[config.mk]
export PLATFORM = sky130hd
export DESIGN_NAME = pst_ram
export DESIGN_NICKNAME = d
export VERILOG_FILES = /design/src/prim_spanning_tree_weight_assert.svh /design/src/pst_ram.sv
export SDC_FILE = /design/constraint.sdc
export NUM_CORES = 1
export LEC_CHECK = 0
export BUFFER_PORTS_ARGS = -buffer_cell sky130_fd_sc_hd__clkbuf_2
export CORE_MARGIN = 2
export CORE_UTILIZATION = 35
export DETAILED_ROUTE_END_ITERATION = 10
export GPL_TIMING_DRIVEN = 1
export MAX_ROUTING_LAYER = met4
export PLACE_DENSITY = 0.47
export SKIP_LAST_GASP = 1
export SYNTH_ARGS = -nofsm -noshare
export SYNTH_HDL_FRONTEND = slang
export SYNTH_SLANG_ARGS = --single-unit
[constraint.sdc]
create_clock -name clk -period 2.8 [get_ports clk]
set_input_delay 0.56 -clock clk [delete_from_list [all_inputs] [get_ports clk]]
set_output_delay 0.56 -clock clk [all_outputs]
set_load 0.03 [all_outputs]
[src/prim_spanning_tree_weight_assert.svh]
// assertion macros shared by the spanning tree weight block
// no dependencies; files that check take it by include
`ifndef PRIM_SPANNING_TREE_WEIGHT_ASSERT_SVH
`define PRIM_SPANNING_TREE_WEIGHT_ASSERT_SVH

// same-cycle implication
`define PST_ASSERT_IMP(label, clk, rstn, ante, cons) \
  label: assert property (@(posedge clk) disable iff (!rstn) (ante) |-> (cons)) \
    else $error("pst assertion failed");

// next-cycle implication
`define PST_ASSERT_NXT(label, clk, rstn, ante, cons) \
  label: assert property (@(posedge clk) disable iff (!rstn) (ante) |=> (cons)) \
    else $error("pst assertion failed");

`endif

[src/pst_ram.sv]
// generic single write port, single read port ram with registered read
// no dependencies
module pst_ram #(
  parameter int WIDTH = 8,
  parameter int DEPTH = 16
) (
  input  logic                     clk,
  input  logic                     we,
  input  logic [$clog2(DEPTH)-1:0] waddr,
  input  logic [WIDTH-1:0]         wdata,
  input  logic                     re,
  input  logic [$clog2(DEPTH)-1:0] raddr,
  output logic [WIDTH-1:0]         rdata
);

  logic [WIDTH-1:0] mem [DEPTH];
  logic [WIDTH-1:0] rdata_r;

  always_ff @(posedge clk) begin
    if (we) begin
      mem[waddr] <= wdata;
    end
    if (re) begin
      rdata_r <= mem[raddr];
    end
  end

  assign rdata = rdata_r;

endmodule

Word level (Yosys, flattened, before mapping)

Memories as Yosys holds them, arrays and structs flattened. A register that Yosys moved wholly into a read port is not among the register bits.
Cells that the tools add are included.
Widths: inputs -> output; s select.

Register bits: 0
Output and inout bits: 8
Input port bits: 19
Memories: 1
RAM bits: 128
Word-level logic and storage cells: 3

Multiplexer cells: 2

Memories:

| memory | depth | width | rd ports | clocked after memory_dff | write ports | RTL line      | text |
|---|---|---|---|---|---|---|---|
| mem    | 16    | 8     | 1        | 1                        | 1           | pst_ram.sv:16 | `logic [WIDTH-1:0] mem [DEPTH];` |

Operator list:

| operator | count |
|---|---|
| $mux 1   | 2 |

Longest topological paths before layout

Depth after elaboration: 2
Mapped depth: 5
Depth with buffers taken out: 3

Least setup slack after synthesis

No wires, ideal clock.

Path type: input-to-reg
From: input port waddr[2]
To: memory mem[0][0], enable pin
Setup time: 0.383 ns
Setup slack: 0.747 ns
Stages: 2
Data arrival time: 1.670 ns
Required time: 2.417 ns
Buffers on the path: 0
Cells stage by stage: or3b_2 nor3_1

RTL lines:

| item        | RTL line      | text |
|---|---|---|
| from (decl) | pst_ram.sv:9  | `input logic [$clog2(DEPTH)-1:0] waddr,` |
| to (decl)   | pst_ram.sv:16 |  |

No word-level cell before the write port.

==> qor.txt <==
Worst-path maximum fanout: 32
Buffers on Ports: 26
Vias in the first global route: 2,503
Fin. Hold Viols: 0
Crit. End Element: flip-flop
Row count: 44
RSZ-0062 raised after global routing: no
Syn_area_per_cell: 22.8 µm²
TritonCTS Sinks: 136
Count of final setup violators: 0
DR WL/cell: 22.8 µm
Hold Buf Count CTS: 0
Initial core utilization: 35.8%
Nets: 303
Num CTS Buffers: 17
Final wirelength: 11.0 mm
Area Overhead vs Synth: 19.4%
Largest cells by area after synthesis: edfxtp_1 78%, mux4_2 7.8%, mux4_1 7.0%
Syn nets: 248
Power Density: 750 nW/µm²
Sequential fraction of the synthesis area: 78.1%
Initial antenna violation count: 0
Diodes inserted: 0
Worst vdd ir: 0.391 mV
Drt initial violations: 235
Commonest non-fill, non-tap cell in the layout: edfxtp_1
First-pass GRT wire length: 16.6 mm
Die span in x: 126 µm
Gpl congestion: 0.695
Via density: 5.11
Netlist cell types: 18
Most frequent cells in the layout: 136 x edfxtp_1, 26 x clkbuf_2, 18 x mux4_2, 18 x buf_4, 17 x clkbuf_16
Worst hold path class: in2reg
Post-CTS Setup Inserts: 0
Root buf cell: clkbuf_16
Post-route setup TNS: 0 ns
Layout cells sized above 1: 31.1%
Synth Area in Adders: 0%
Minimum clock period: 1.79 ns
CTS tree: built
Synth top area share: 78.1%
Largest area contributor in the netlist: edfxtp_1
Core area: 14,600 µm²
Worst r2r dst: rdata[0]$_DFFE_PP_
Clk_skew: 0.00794 ns
Drt first pass iters: 4
Crit Path Class: in2reg
Cell count after synthesis: 229
R2R Setup Slk: 1.31 ns
Startpoint types: input pin
Crit path from: raddr[0]
Die footprint: 15,900 µm²
Synthesized area: 5230 µm²
Slew of the pin with the lowest slew margin: 0.452 ns
Total GRT Usage: 15.4%
FF-to-FF Start: mem[1][0]$_DFFE_PP_
Dpl cell area: 5680 µm²
Path depth of the worst reg2reg path: 3
Critical path required time: 2.95 ns
DRT antenna net count: 0
Post-synthesis compound-gate area fraction: 2.30%
Crit share post-route: 63.8%
Worst-Skew Late Latency: 0.42 ns
Syn. warnings: 0
CP endpoint: rdata[0]$_DFFE_PP_
Leak: 2.11 nW
I/O Pins: 27
# DRC: 0
DPL Wire Length: 6.63 mm
FF+latch count, synth: 136
DR vias: 2,453
Max Clk Rate: 560 MHz
Simple-gate share of the synthesized area: 3.14%
Largest family of logic cells by synthesized area: multiplexers
H-tree Lvls: 4
Post-CTS resize count: 0
Post-synthesis mux area share: 14.8%
Outcome: finished, final reports clean
CTS Buffer Depth: 2
DIE HEIGHT: 126 µm
Post-Synth XOR/XNOR Area: 0%
Fillers: 1,253
Final Max Slew Viols: 0
Fin area: 6240 µm²
Clock transition at path regs: 0.05 ns
Max_cap viols: 0
GRT overflow: 0
Largest net degree at the start of global routing: 33
Crit path DAT: 1.94 ns
Normalized max-slew margin: 69.8%
-- state kept, by name (all words and copies together) (netlist names) --
signal / count
mem: 128
rdata: 8
-- kinds of logic (layout without fill, tap and decap cells) --
kind of cell / after synthesis / count (layout)
AND/OR/NAND/NOR: 35 / 35
flip-flops: 136 / 136
multiplexers: 32 / 32
AO/OA/AOI/OAI: 16 / 16
buffers and inverters: 10 / 77
-- Yosys cell counts --
master,count
clkdlybuf4s25_2,3
nand2b_1,2
nand2_1,9
buf_6,3
a22oi_1,16
nor2b_1,1
edfxtp_1,136
nand3_1,1
and2_1,1
nor2_1,13
or3b_2,1
mux4_1,14
mux4_2,18
nor3_1,4
nand3b_1,2
and2b_1,1
buf_2,3
buf_4,1
-- worst min path at each step --
stage | cells past startpoint | slack (ns) | to | from
global route | 1 | 0.59 | rdata[1]$_DFFE_PP_ | re
detailed placement | 3 | 0.75 | rdata[1]$_DFFE_PP_ | mem[7][1]$_DFFE_PP_
floorplan | 0 | 0.66 | mem[0][0]$_DFFE_PP_ | wdata[0]
finish | 1 | 0.59 | rdata[5]$_DFFE_PP_ | re
global placement | 3 | 0.74 | rdata[5]$_DFFE_PP_ | mem[11][5]$_DFFE_PP_
CTS | 1 | 0.59 | rdata[1]$_DFFE_PP_ | re
-- worst max-delay path: stages --
cell and delay, ns:
clkbuf_2 0.10, buf_12 0.26, mux4_1 0.61, a22oi_1 0.29
nand2_1 0.09
-- stage by stage --
| stage | hold slack, ns | power [W] | instances | worst slack, ns | util (%) |
|---|---|---|---|---|---|
| 2_1_floorplan | 0.659 | 0.00248 | 229 | 0.747 | - |
| 3_3_place_gp | 0.737 | 0.00259 | 449 | 0.562 | 38.9 |
| 3_5_place_dp | 0.752 | 0.00259 | 449 | 0.565 | 38.9 |
| 4_1_cts | 0.588 | 0.00474 | 480 | 1.01 | 42.8 |
| 5_1_grt | 0.586 | 0.00483 | 480 | 0.942 | 42.8 |
| 6_report | 0.590 | 0.00468 | 480 | 1.01 | 42.8 |
-- layout make-up --
class,count,area [µm²],area share (%)
repair buffers,46,305,4.89
well taps,184,230,3.69
clock inverters,13,136,2.18
clock buffers,18,429,6.88
flip-flops and latches,136,4080,65.4
multi-input cells,83,1060,16.9
-- power by group --
part	switching, W	total (W)	internal, W
Clock	0.000768	0.00214	0.00137
Combinational	0.000143	0.000233	0.0000902
Sequential	0.0000129	0.00231	0.00230
-- routing by layer --
layer / GRT usage (%) / routed length (µm) / vias to the layer above / part of all wire [%]
li1: - / - / 1086 / -
met1: 21.0 / 5280 / 1298 / 48
met2: 22.5 / 5140 / 55 / 47
met3: 4.21 / 396 / 14 / 3.6
met4: 5.24 / 144 / 0 / 1.3
met5: - / 0 / - / 0
No activity file was read; power rests on OpenSTA's default activity.
