### src/prim_spanning_tree_weight_assert.svh
// assertion macros shared by the spanning tree weight block
// no dependencies; files that check take it by include
`ifndef PRIM_SPANNING_TREE_WEIGHT_ASSERT_SVH
`define PRIM_SPANNING_TREE_WEIGHT_ASSERT_SVH

// same-cycle implication
`define PST_ASSERT_IMP(label, clk, rstn, ante, cons) \
  label: assert property (@(posedge clk) disable iff (!rstn) (ante) |-> (cons)) \
    else $error("pst assertion failed");

// next-cycle implication
`define PST_ASSERT_NXT(label, clk, rstn, ante, cons) \
  label: assert property (@(posedge clk) disable iff (!rstn) (ante) |=> (cons)) \
    else $error("pst assertion failed");

`endif

### src/pst_pkg.sv
// shared types and constants for the spanning tree weight block
// no dependencies
package pst_pkg;

  localparam int VTX_BITS   = 10;
  localparam int CNT_BITS   = VTX_BITS + 1;
  localparam int COST_BITS  = 16;
  localparam int TOTAL_BITS = 26;

  localparam logic [1:0] ACT_CLEAR = 2'd0;
  localparam logic [1:0] ACT_ADD   = 2'd1;
  localparam logic [1:0] ACT_RUN   = 2'd2;

  localparam logic [2:0] OP_IDLE     = 3'd0;
  localparam logic [2:0] OP_INIT     = 3'd1;
  localparam logic [2:0] OP_SCAN_RST = 3'd2;
  localparam logic [2:0] OP_SCAN     = 3'd3;
  localparam logic [2:0] OP_RELAX    = 3'd4;
  localparam logic [2:0] OP_ACCUM    = 3'd5;

  typedef struct packed {
    logic [2:0] op;
    logic       cand_visited;
    logic       cand_reached;
  } pst_cmd_t;

  typedef struct packed {
    logic found;
    logic relax_hit;
  } pst_stat_t;

endpackage

### src/pst_unit.sv
// shared compare unit: least-distance selection, relax test, saturating total
// depends on pst_pkg
module pst_unit import pst_pkg::*; #(
  parameter int DIST_BITS = 16,
  parameter int IDX_BITS  = 10
) (
  input  logic                  clk,
  input  logic                  rst_n,
  input  pst_cmd_t              cmd,
  input  logic [IDX_BITS-1:0]   cand_idx,
  input  logic [DIST_BITS-1:0]  cand_dist,
  input  logic [DIST_BITS-1:0]  edge_w,
  output pst_stat_t             stat,
  output logic [IDX_BITS-1:0]   best_idx,
  output logic [DIST_BITS-1:0]  best_dist,
  output logic [TOTAL_BITS-1:0] total
);

  localparam logic [TOTAL_BITS-1:0] TOTAL_MAX = '1;

  logic                  found_r, found_nxt;
  logic [IDX_BITS-1:0]   best_idx_r, best_idx_nxt;
  logic [DIST_BITS-1:0]  best_dist_r, best_dist_nxt;
  logic [TOTAL_BITS-1:0] total_r, total_nxt;
  logic [DIST_BITS-1:0]  cmp_a, cmp_b;
  logic                  lt;
  logic                  take;
  logic [TOTAL_BITS:0]   sum;

  // one comparator serves both the selection scan and the relax test
  assign cmp_a = (cmd.op == OP_RELAX) ? edge_w : cand_dist;
  assign cmp_b = (cmd.op == OP_RELAX) ? cand_dist : best_dist_r;
  assign lt    = cmp_a < cmp_b;

  assign take = (cmd.op == OP_SCAN) && !cmd.cand_visited && cmd.cand_reached &&
                (!found_r || lt);
  assign sum  = {1'b0, total_r} + (TOTAL_BITS + 1)'(best_dist_r);

  always_comb begin
    found_nxt     = found_r;
    best_idx_nxt  = best_idx_r;
    best_dist_nxt = best_dist_r;
    total_nxt     = total_r;
    case (cmd.op)
      OP_INIT: begin
        found_nxt = 1'b0;
        total_nxt = '0;
      end
      OP_SCAN_RST: begin
        found_nxt = 1'b0;
      end
      OP_SCAN: begin
        if (take) begin
          found_nxt     = 1'b1;
          best_idx_nxt  = cand_idx;
          best_dist_nxt = cand_dist;
        end
      end
      OP_ACCUM: begin
        total_nxt = sum[TOTAL_BITS] ? TOTAL_MAX : sum[TOTAL_BITS-1:0];
      end
      default: begin
      end
    endcase
  end

  always_ff @(posedge clk) begin
    if (!rst_n) begin
      found_r <= 1'b0;
      total_r <= '0;
    end else begin
      found_r <= found_nxt;
      total_r <= total_nxt;
    end
    best_idx_r  <= best_idx_nxt;
    best_dist_r <= best_dist_nxt;
  end

  assign stat.found     = found_r;
  assign stat.relax_hit = (cmd.op == OP_RELAX) && !cmd.cand_visited &&
                          (!cmd.cand_reached || lt);
  assign best_idx       = best_idx_r;
  assign best_dist      = best_dist_r;
  assign total          = total_r;

endmodule

### config.mk
export PLATFORM = sky130hd
export DESIGN_NAME = pst_unit
export DESIGN_NICKNAME = d
export VERILOG_FILES = /design/src/prim_spanning_tree_weight_assert.svh /design/src/pst_pkg.sv /design/src/pst_unit.sv
export SDC_FILE = /design/constraint.sdc
export NUM_CORES = 1
export LEC_CHECK = 0
export ABC_AREA = 1
export BUFFER_PORTS_ARGS = -buffer_cell sky130_fd_sc_hd__buf_2
export CAP_MARGIN = 20
export CORE_ASPECT_RATIO = 0.75
export CORE_UTILIZATION = 49
export CTS_BUF_LIST = sky130_fd_sc_hd__clkbuf_16
export CTS_CLUSTER_SIZE = 25
export DETAILED_ROUTE_END_ITERATION = 16
export PLACE_DENSITY = 0.78
export SYNTH_ARGS = -nofsm -noshare
export SYNTH_HDL_FRONTEND = slang
export SYNTH_SLANG_ARGS = --single-unit
### constraint.sdc
create_clock -name clk -period 2.8 [get_ports clk]
set_input_delay 0.14 -clock clk [delete_from_list [all_inputs] [get_ports clk]]
set_output_delay 0.14 -clock clk [all_outputs]
set_load 0.02 [all_outputs]
Word-level counts from Yosys, hierarchy flattened
Index checks and enable logic that the tools add are counted.
{ "word_totals": {"reg_bits": 53, "latch_bits": 0, "ram_bits": 0, "romBits": 0, "wordCells": 33, "memories": 0} }
{ "op_classes": {"add_sub_neg": 1, "n_mul": 0, "div": 0, "n_lt_le_gt_ge": 1, "n_eq_ne": 6, "shift": 0, "muxes": 6, "n_bitwise": 0, "n_reduce_logical": 15} }
{ "ops": {"columns": ["operator", "n"], "rows": [
  ["$pmux W26 S2", 1],
  ["$mux W16", 2],
  ["$add A26 B16 Y27", 1],
  ["$mux W26", 1],
  ["$lt A16 B16 Y1", 1],
  ["$eq A3 B2 Y1 const B", 2],
  ["$eq A3 B3 Y1 const B", 2],
  ["$logic_and A1 B1 Y1", 5],
  ["$reduce_and A2 Y1", 2],
  ["$reduce_bool A2 Y1", 2],
  ["$eq A3 B1 Y1 const B", 1],
  ["$logic_not A1 Y1", 3],
  ["$logic_or A1 B1 Y1", 2],
  ["$ne A2 B2 Y1 const B", 1],
  ["$pmux W1 S2", 1],
  ["$reduce_or A2 Y1", 1],
  ["$mux W1", 1]
]} }

Depth between registers and ports, before layout
{ "depth": {"ltp_word": 7, "mapped_depth": 17, "ltp_nobuf": 16} }

Worst setup path after synthesis
Ideal clock, no wire load.
{ "synth_timing": {"path_type": "in2reg", "from": "in cmd[3] (netlist name)", "to": "reg best_dist_r[0] (netlist: best_dist[0]), enable pin", "t_arrival_ps": 2447, "slack_ps": -28, "path_stages": 14, "n_path_buf": 1, "cell_sequence": "nor2_1 > nand2_1 > buf_1 > mux2_2 > ha_1 > a21oi_1 > nor2_1 > a211oi_1 > nand2_1 > nand2_1 > nand2_1 > nand2_1 > nand2_1 > inv_1"} }
{ "synth_between": {"elab_chain_len": 6} }
{ "synth_rtl": {"columns": ["item", "line_no", "source"], "rows": [
  ["start: declaration", "pst_unit.sv:9", "input pst_cmd_t cmd,"],
  ["$eq A3 B3 Y1", "pst_unit.sv:31, pst_unit.sv:32", null],
  ["$mux W16 (on tied branches)", "pst_unit.sv:31, pst_unit.sv:32", null],
  ["$lt A16 B16 Y1", "pst_unit.sv:33", "assign lt = cmp_a < cmp_b;"],
  ["$logic_or A1 B1 Y1", "pst_unit.sv:36", "(!found_r || lt);"],
  ["$logic_and A1 B1 Y1", "pst_unit.sv:35", "assign take = (cmd.op == OP_SCAN) && !cmd.cand_visited && cmd.cand_reached &&"],
  ["$reduce_and A2 Y1 (no line) *", null, null],
  ["end signal: assignment", "pst_unit.sv:76", "best_dist_r <= best_dist_nxt;"],
  ["end: declaration", "pst_unit.sv:23", "logic [DIST_BITS-1:0] best_dist_r, best_dist_nxt;"]
]} }
Every way passes the cells marked *; elsewhere a longest branch is shown, timed or not.
A chain may end at the register's enable or synchronous reset.

Worst setup path in the final report
{ "layout_timing": {"from": "reg best_dist_r[0] (netlist: best_dist[0])", "to": "reg total_r[20] (netlist: total[20])"} }
{ "layout_between": {"elab_chain_len": 3} }
{ "layout_rtl": {"columns": ["item", "line_no", "source"], "rows": [
  ["$add A26 B16 Y27", "pst_unit.sv:37", "assign sum = {1'b0, total_r} + (TOTAL_BITS + 1)'(best_dist_r);"],
  ["$mux W26", "pst_unit.sv:60", "total_nxt = sum[TOTAL_BITS] ? TOTAL_MAX : sum[TOTAL_BITS-1:0];"],
  ["$pmux W26 S2", "pst_unit.sv:44", "case (cmd.op)"],
  ["end signal: assignment", "pst_unit.sv:73", "total_r <= total_nxt;"],
  ["end: declaration", "pst_unit.sv:24", "logic [TOTAL_BITS-1:0] total_r, total_nxt;"]
]} }
No other way between the ends.

==> metrics.md <==
| Metric | Value |
|---|---|
| Relative slew slack | 43.96% |
| Clock skew | 7.986 ps |
| Synthesized Nets | 584 |
| H-tree depth | 2 |
| Setup Buffers After CTS | 0 |
| Residual DRC | 0 |
| Seq pwr share | 47.2% |
| Fin nets | 687 |
| Cell mode on critical path | nand2_1 |
| Part of the power in the clock network | 36.5% |
| Maxcap violations | 0 |
| First-pass GRT wire length | 17370 um |
| Cells after Synth | 503 |
| DP HPWL | between 8000 and 9000 um |
| Average wire per standard cell | 14.68 um |
| Part of the power in combinational logic | 16.3% |
| Most common cell after layout, fill and taps aside | nand2_1 |
| Maximum vdd drop | around 0.00028 V |
| Crit. End Element | flop |
| Register area share after synthesis | 33.89% |
| Setup TNS | 0 ps |
| Pleak | around 2.3 nW |
| FF-to-FF setup slack | about 400 ps |
| Die width | 105 um |
| Worst-skew pair later-pin latency | 300 ps |
| CTS Sinks | 53 |
| Final non-filler cell total | 708 |
| Final wirelength | 10390 um |
| Initial antenna violation count | 0 |
| PostCTS Resize Cnt | 0 |
| Routed vias/inst | around 5.4 |
| Critical-path top delay cell | fa_1 |
| CP max FO | 4 |
| Root buf cell | clkbuf_16 |
| Initial DRC Count | 283 |
| P_sw | 0.4940 mW |
| GR Util All Layers | 26.27% |
| Crit path launch type | flop |
| Number of I/O port buffers | 102 |
| Critical Path Max Stage Delay | 430 ps |
| Critical Path, Cell by Cell | ha_1 -> inv_1 -> fa_1 -> inv_1 -> nand3_1 -> nand2_1 -> nand2_1 -> nand2_1 -> nand2_1 -> nand2_1 -> nand2_1 -> nand2_1 -> nand3_2 -> nand2_1 -> a21oi_1 |
| CTS buffer count | 5 |
| Boundary pin count | 103 |
| Unrepaired setup endpoints after global routing | false |
| Crit path DAT | 2560 ps |
| Crit path kind | reg -> reg |
| Sw Ratio | 27.76% |
| Total number of vias | about 3800 |
| # diodes | 0 |
| DIE HEIGHT | 79.25 um |
| Avg Cell Area, Syn | 7.751 sq um |
| Slew Viols, Final | 0 |
| FF+latch count, synth | 53 |
| Final ANT Viol Nets | 0 |
| Cell-internal power | 1.285 mW |
| Yosys synthesis warning count | 0 |
| PnR Total Power | 1.779 mW |
| Starting Density | 51.75% |
| Vias in the first global route | about 3700 |
| GR Overflow Total | 0 |
| Longest Clk Path Bufs | 2 |
| Final period utilization | 85.94% |
| Required time worst endpoint | between 2000 and 3000 ps |
| FP Rows | 27 |
| Largest net degree at the start of global routing | 28 |
| Layout area overhead | 20.54% |
| Layout cells sized above 1 | 26.52% |
| Mapped Area | 3899 sq um |
| CP top delay family | simple AND/OR/NAND/NOR gates |
| Hold Fails Final Rpt | 0 |
| Clk slew on worst S/H paths | 80 ps |
| Commonest cells after routing, fill and taps aside | nand2_1 (126), buf_2 (102), a21oi_1 (51), inv_1 (37), nor2_1 (37) |
| Distinct cells, synth | 36 |
| Pwr dens | 378.6 nW/um^2 |
| RePlAce Congestion | 0.9421 |
| Die Area | 8321 sq um |
| CTS tree | built |
| Min Tclk post-route | 2406 ps |
| Cts hold-fix bufs | 0 |
| Achievable Freq | between 400 and 500 MHz |
| Dpl cells | 700 |
| Outcome | complete, no violations |
| TritonRoute pass-1 iters | 5 |
| Slew @ Worst Pin | 835.4 ps |
| Worst Hold Class | in -> reg |
| Final setup fails | 0 |
| WP buf/inv | 2 |
| Core area | 7533 sq um |
-- final timing paths --
check,from,endpoint,cells after the start
max reg2reg,best_dist[0],total[20],15
min reg2reg,total[8],total[8],2
min,cand_idx[1],best_idx[1],1
max,best_dist[0],total[20],15
-- routing by layer --
layer	up-vias	wire length (um)	part of all wire, %	global-route usage (%)
li1	1921	-	-	-
met1	1772	5024	48	36.06
met2	138	4618	44	43.77
met3	10	657	6.3	4.187
met4	0	92	0.89	5.634
met5	-	0	0	0
-- power by group through the flow --
stage               logic, mW  registers (mW)  clock network [mW]
finish                  0.290           0.839               0.650
global route            0.323           0.841               0.685
CTS                     0.289           0.839               0.662
detailed placement      0.288           0.857                   0
global placement        0.276           0.857                   0
floorplan               0.168           0.872                   0
-- kinds of logic after synthesis --
logic type                 share of synthesized area, %
AOI/OAI and AO/OA                                 11.65
muxes                                             7.927
buffers and inverters                             6.097
adders and majority gates                         10.46
DFF                                               33.89
and+or+nand+nor                                   27.05
xor gates and xnor gates                          2.920
-- per-stage QoR --
| stage | cell area (sq um) | util, % | worst slack, ps | hold WS [ps] |
|---|---|---|---|---|
| floorplan | 3902 | - | 179.8 | 238.9 |
| global placement | 4548 | 60.37 | 263.1 | 317.3 |
| detailed placement | 4548 | 60.37 | 143.2 | 319.1 |
| CTS | 4700 | 62.38 | 403.3 | 6.596 |
| global route | 4700 | 62.38 | 181.7 | 4.211 |
| finish | 4700 | 62.38 | 393.8 | 10.00 |
-- registers in the layout (all words and copies together) (netlist names) --
| signal | flops |
|---|---|
| total | 26 |
| best_dist | 16 |
| found_r | 1 |
| best_idx | 10 |
-- cell type report --
class	instances	area [sq um]
Timing Repair Buffer	109	588.1
Tap cell	101	126.4
Clock buffer	5	125.1
Sequential cell	53	1321
Fill cell	686	2834
Inverter	45	172.7
Clock inverter	3	26.28
Multi-Input combinational cell	392	2340
-- cell usage after synthesis (all sizes together) --
cell type	count	area, sq um
nand2	131	504.2
a21oi	54	281.5
inv	43	161.4
nor2	39	151.4
nand3	37	235.2
ha	31	387.9
o21ai	30	157.7
dfxtp	27	540.5
edfxtp	26	780.8
mux2	15	168.9
mux2i	14	140.1
nand4	11	68.82
xor2	9	78.83
buf	8	48.79
nor3	6	41.29
clkbuf	5	20.01
xnor2	4	35.03
nand3b	3	22.52
nor4	3	18.77
clkinv	2	7.510
nand2b	2	12.51
a211oi	1	7.510
a21o	1	7.510
fa	1	20.02
Power figures use the tool's default switching activity.
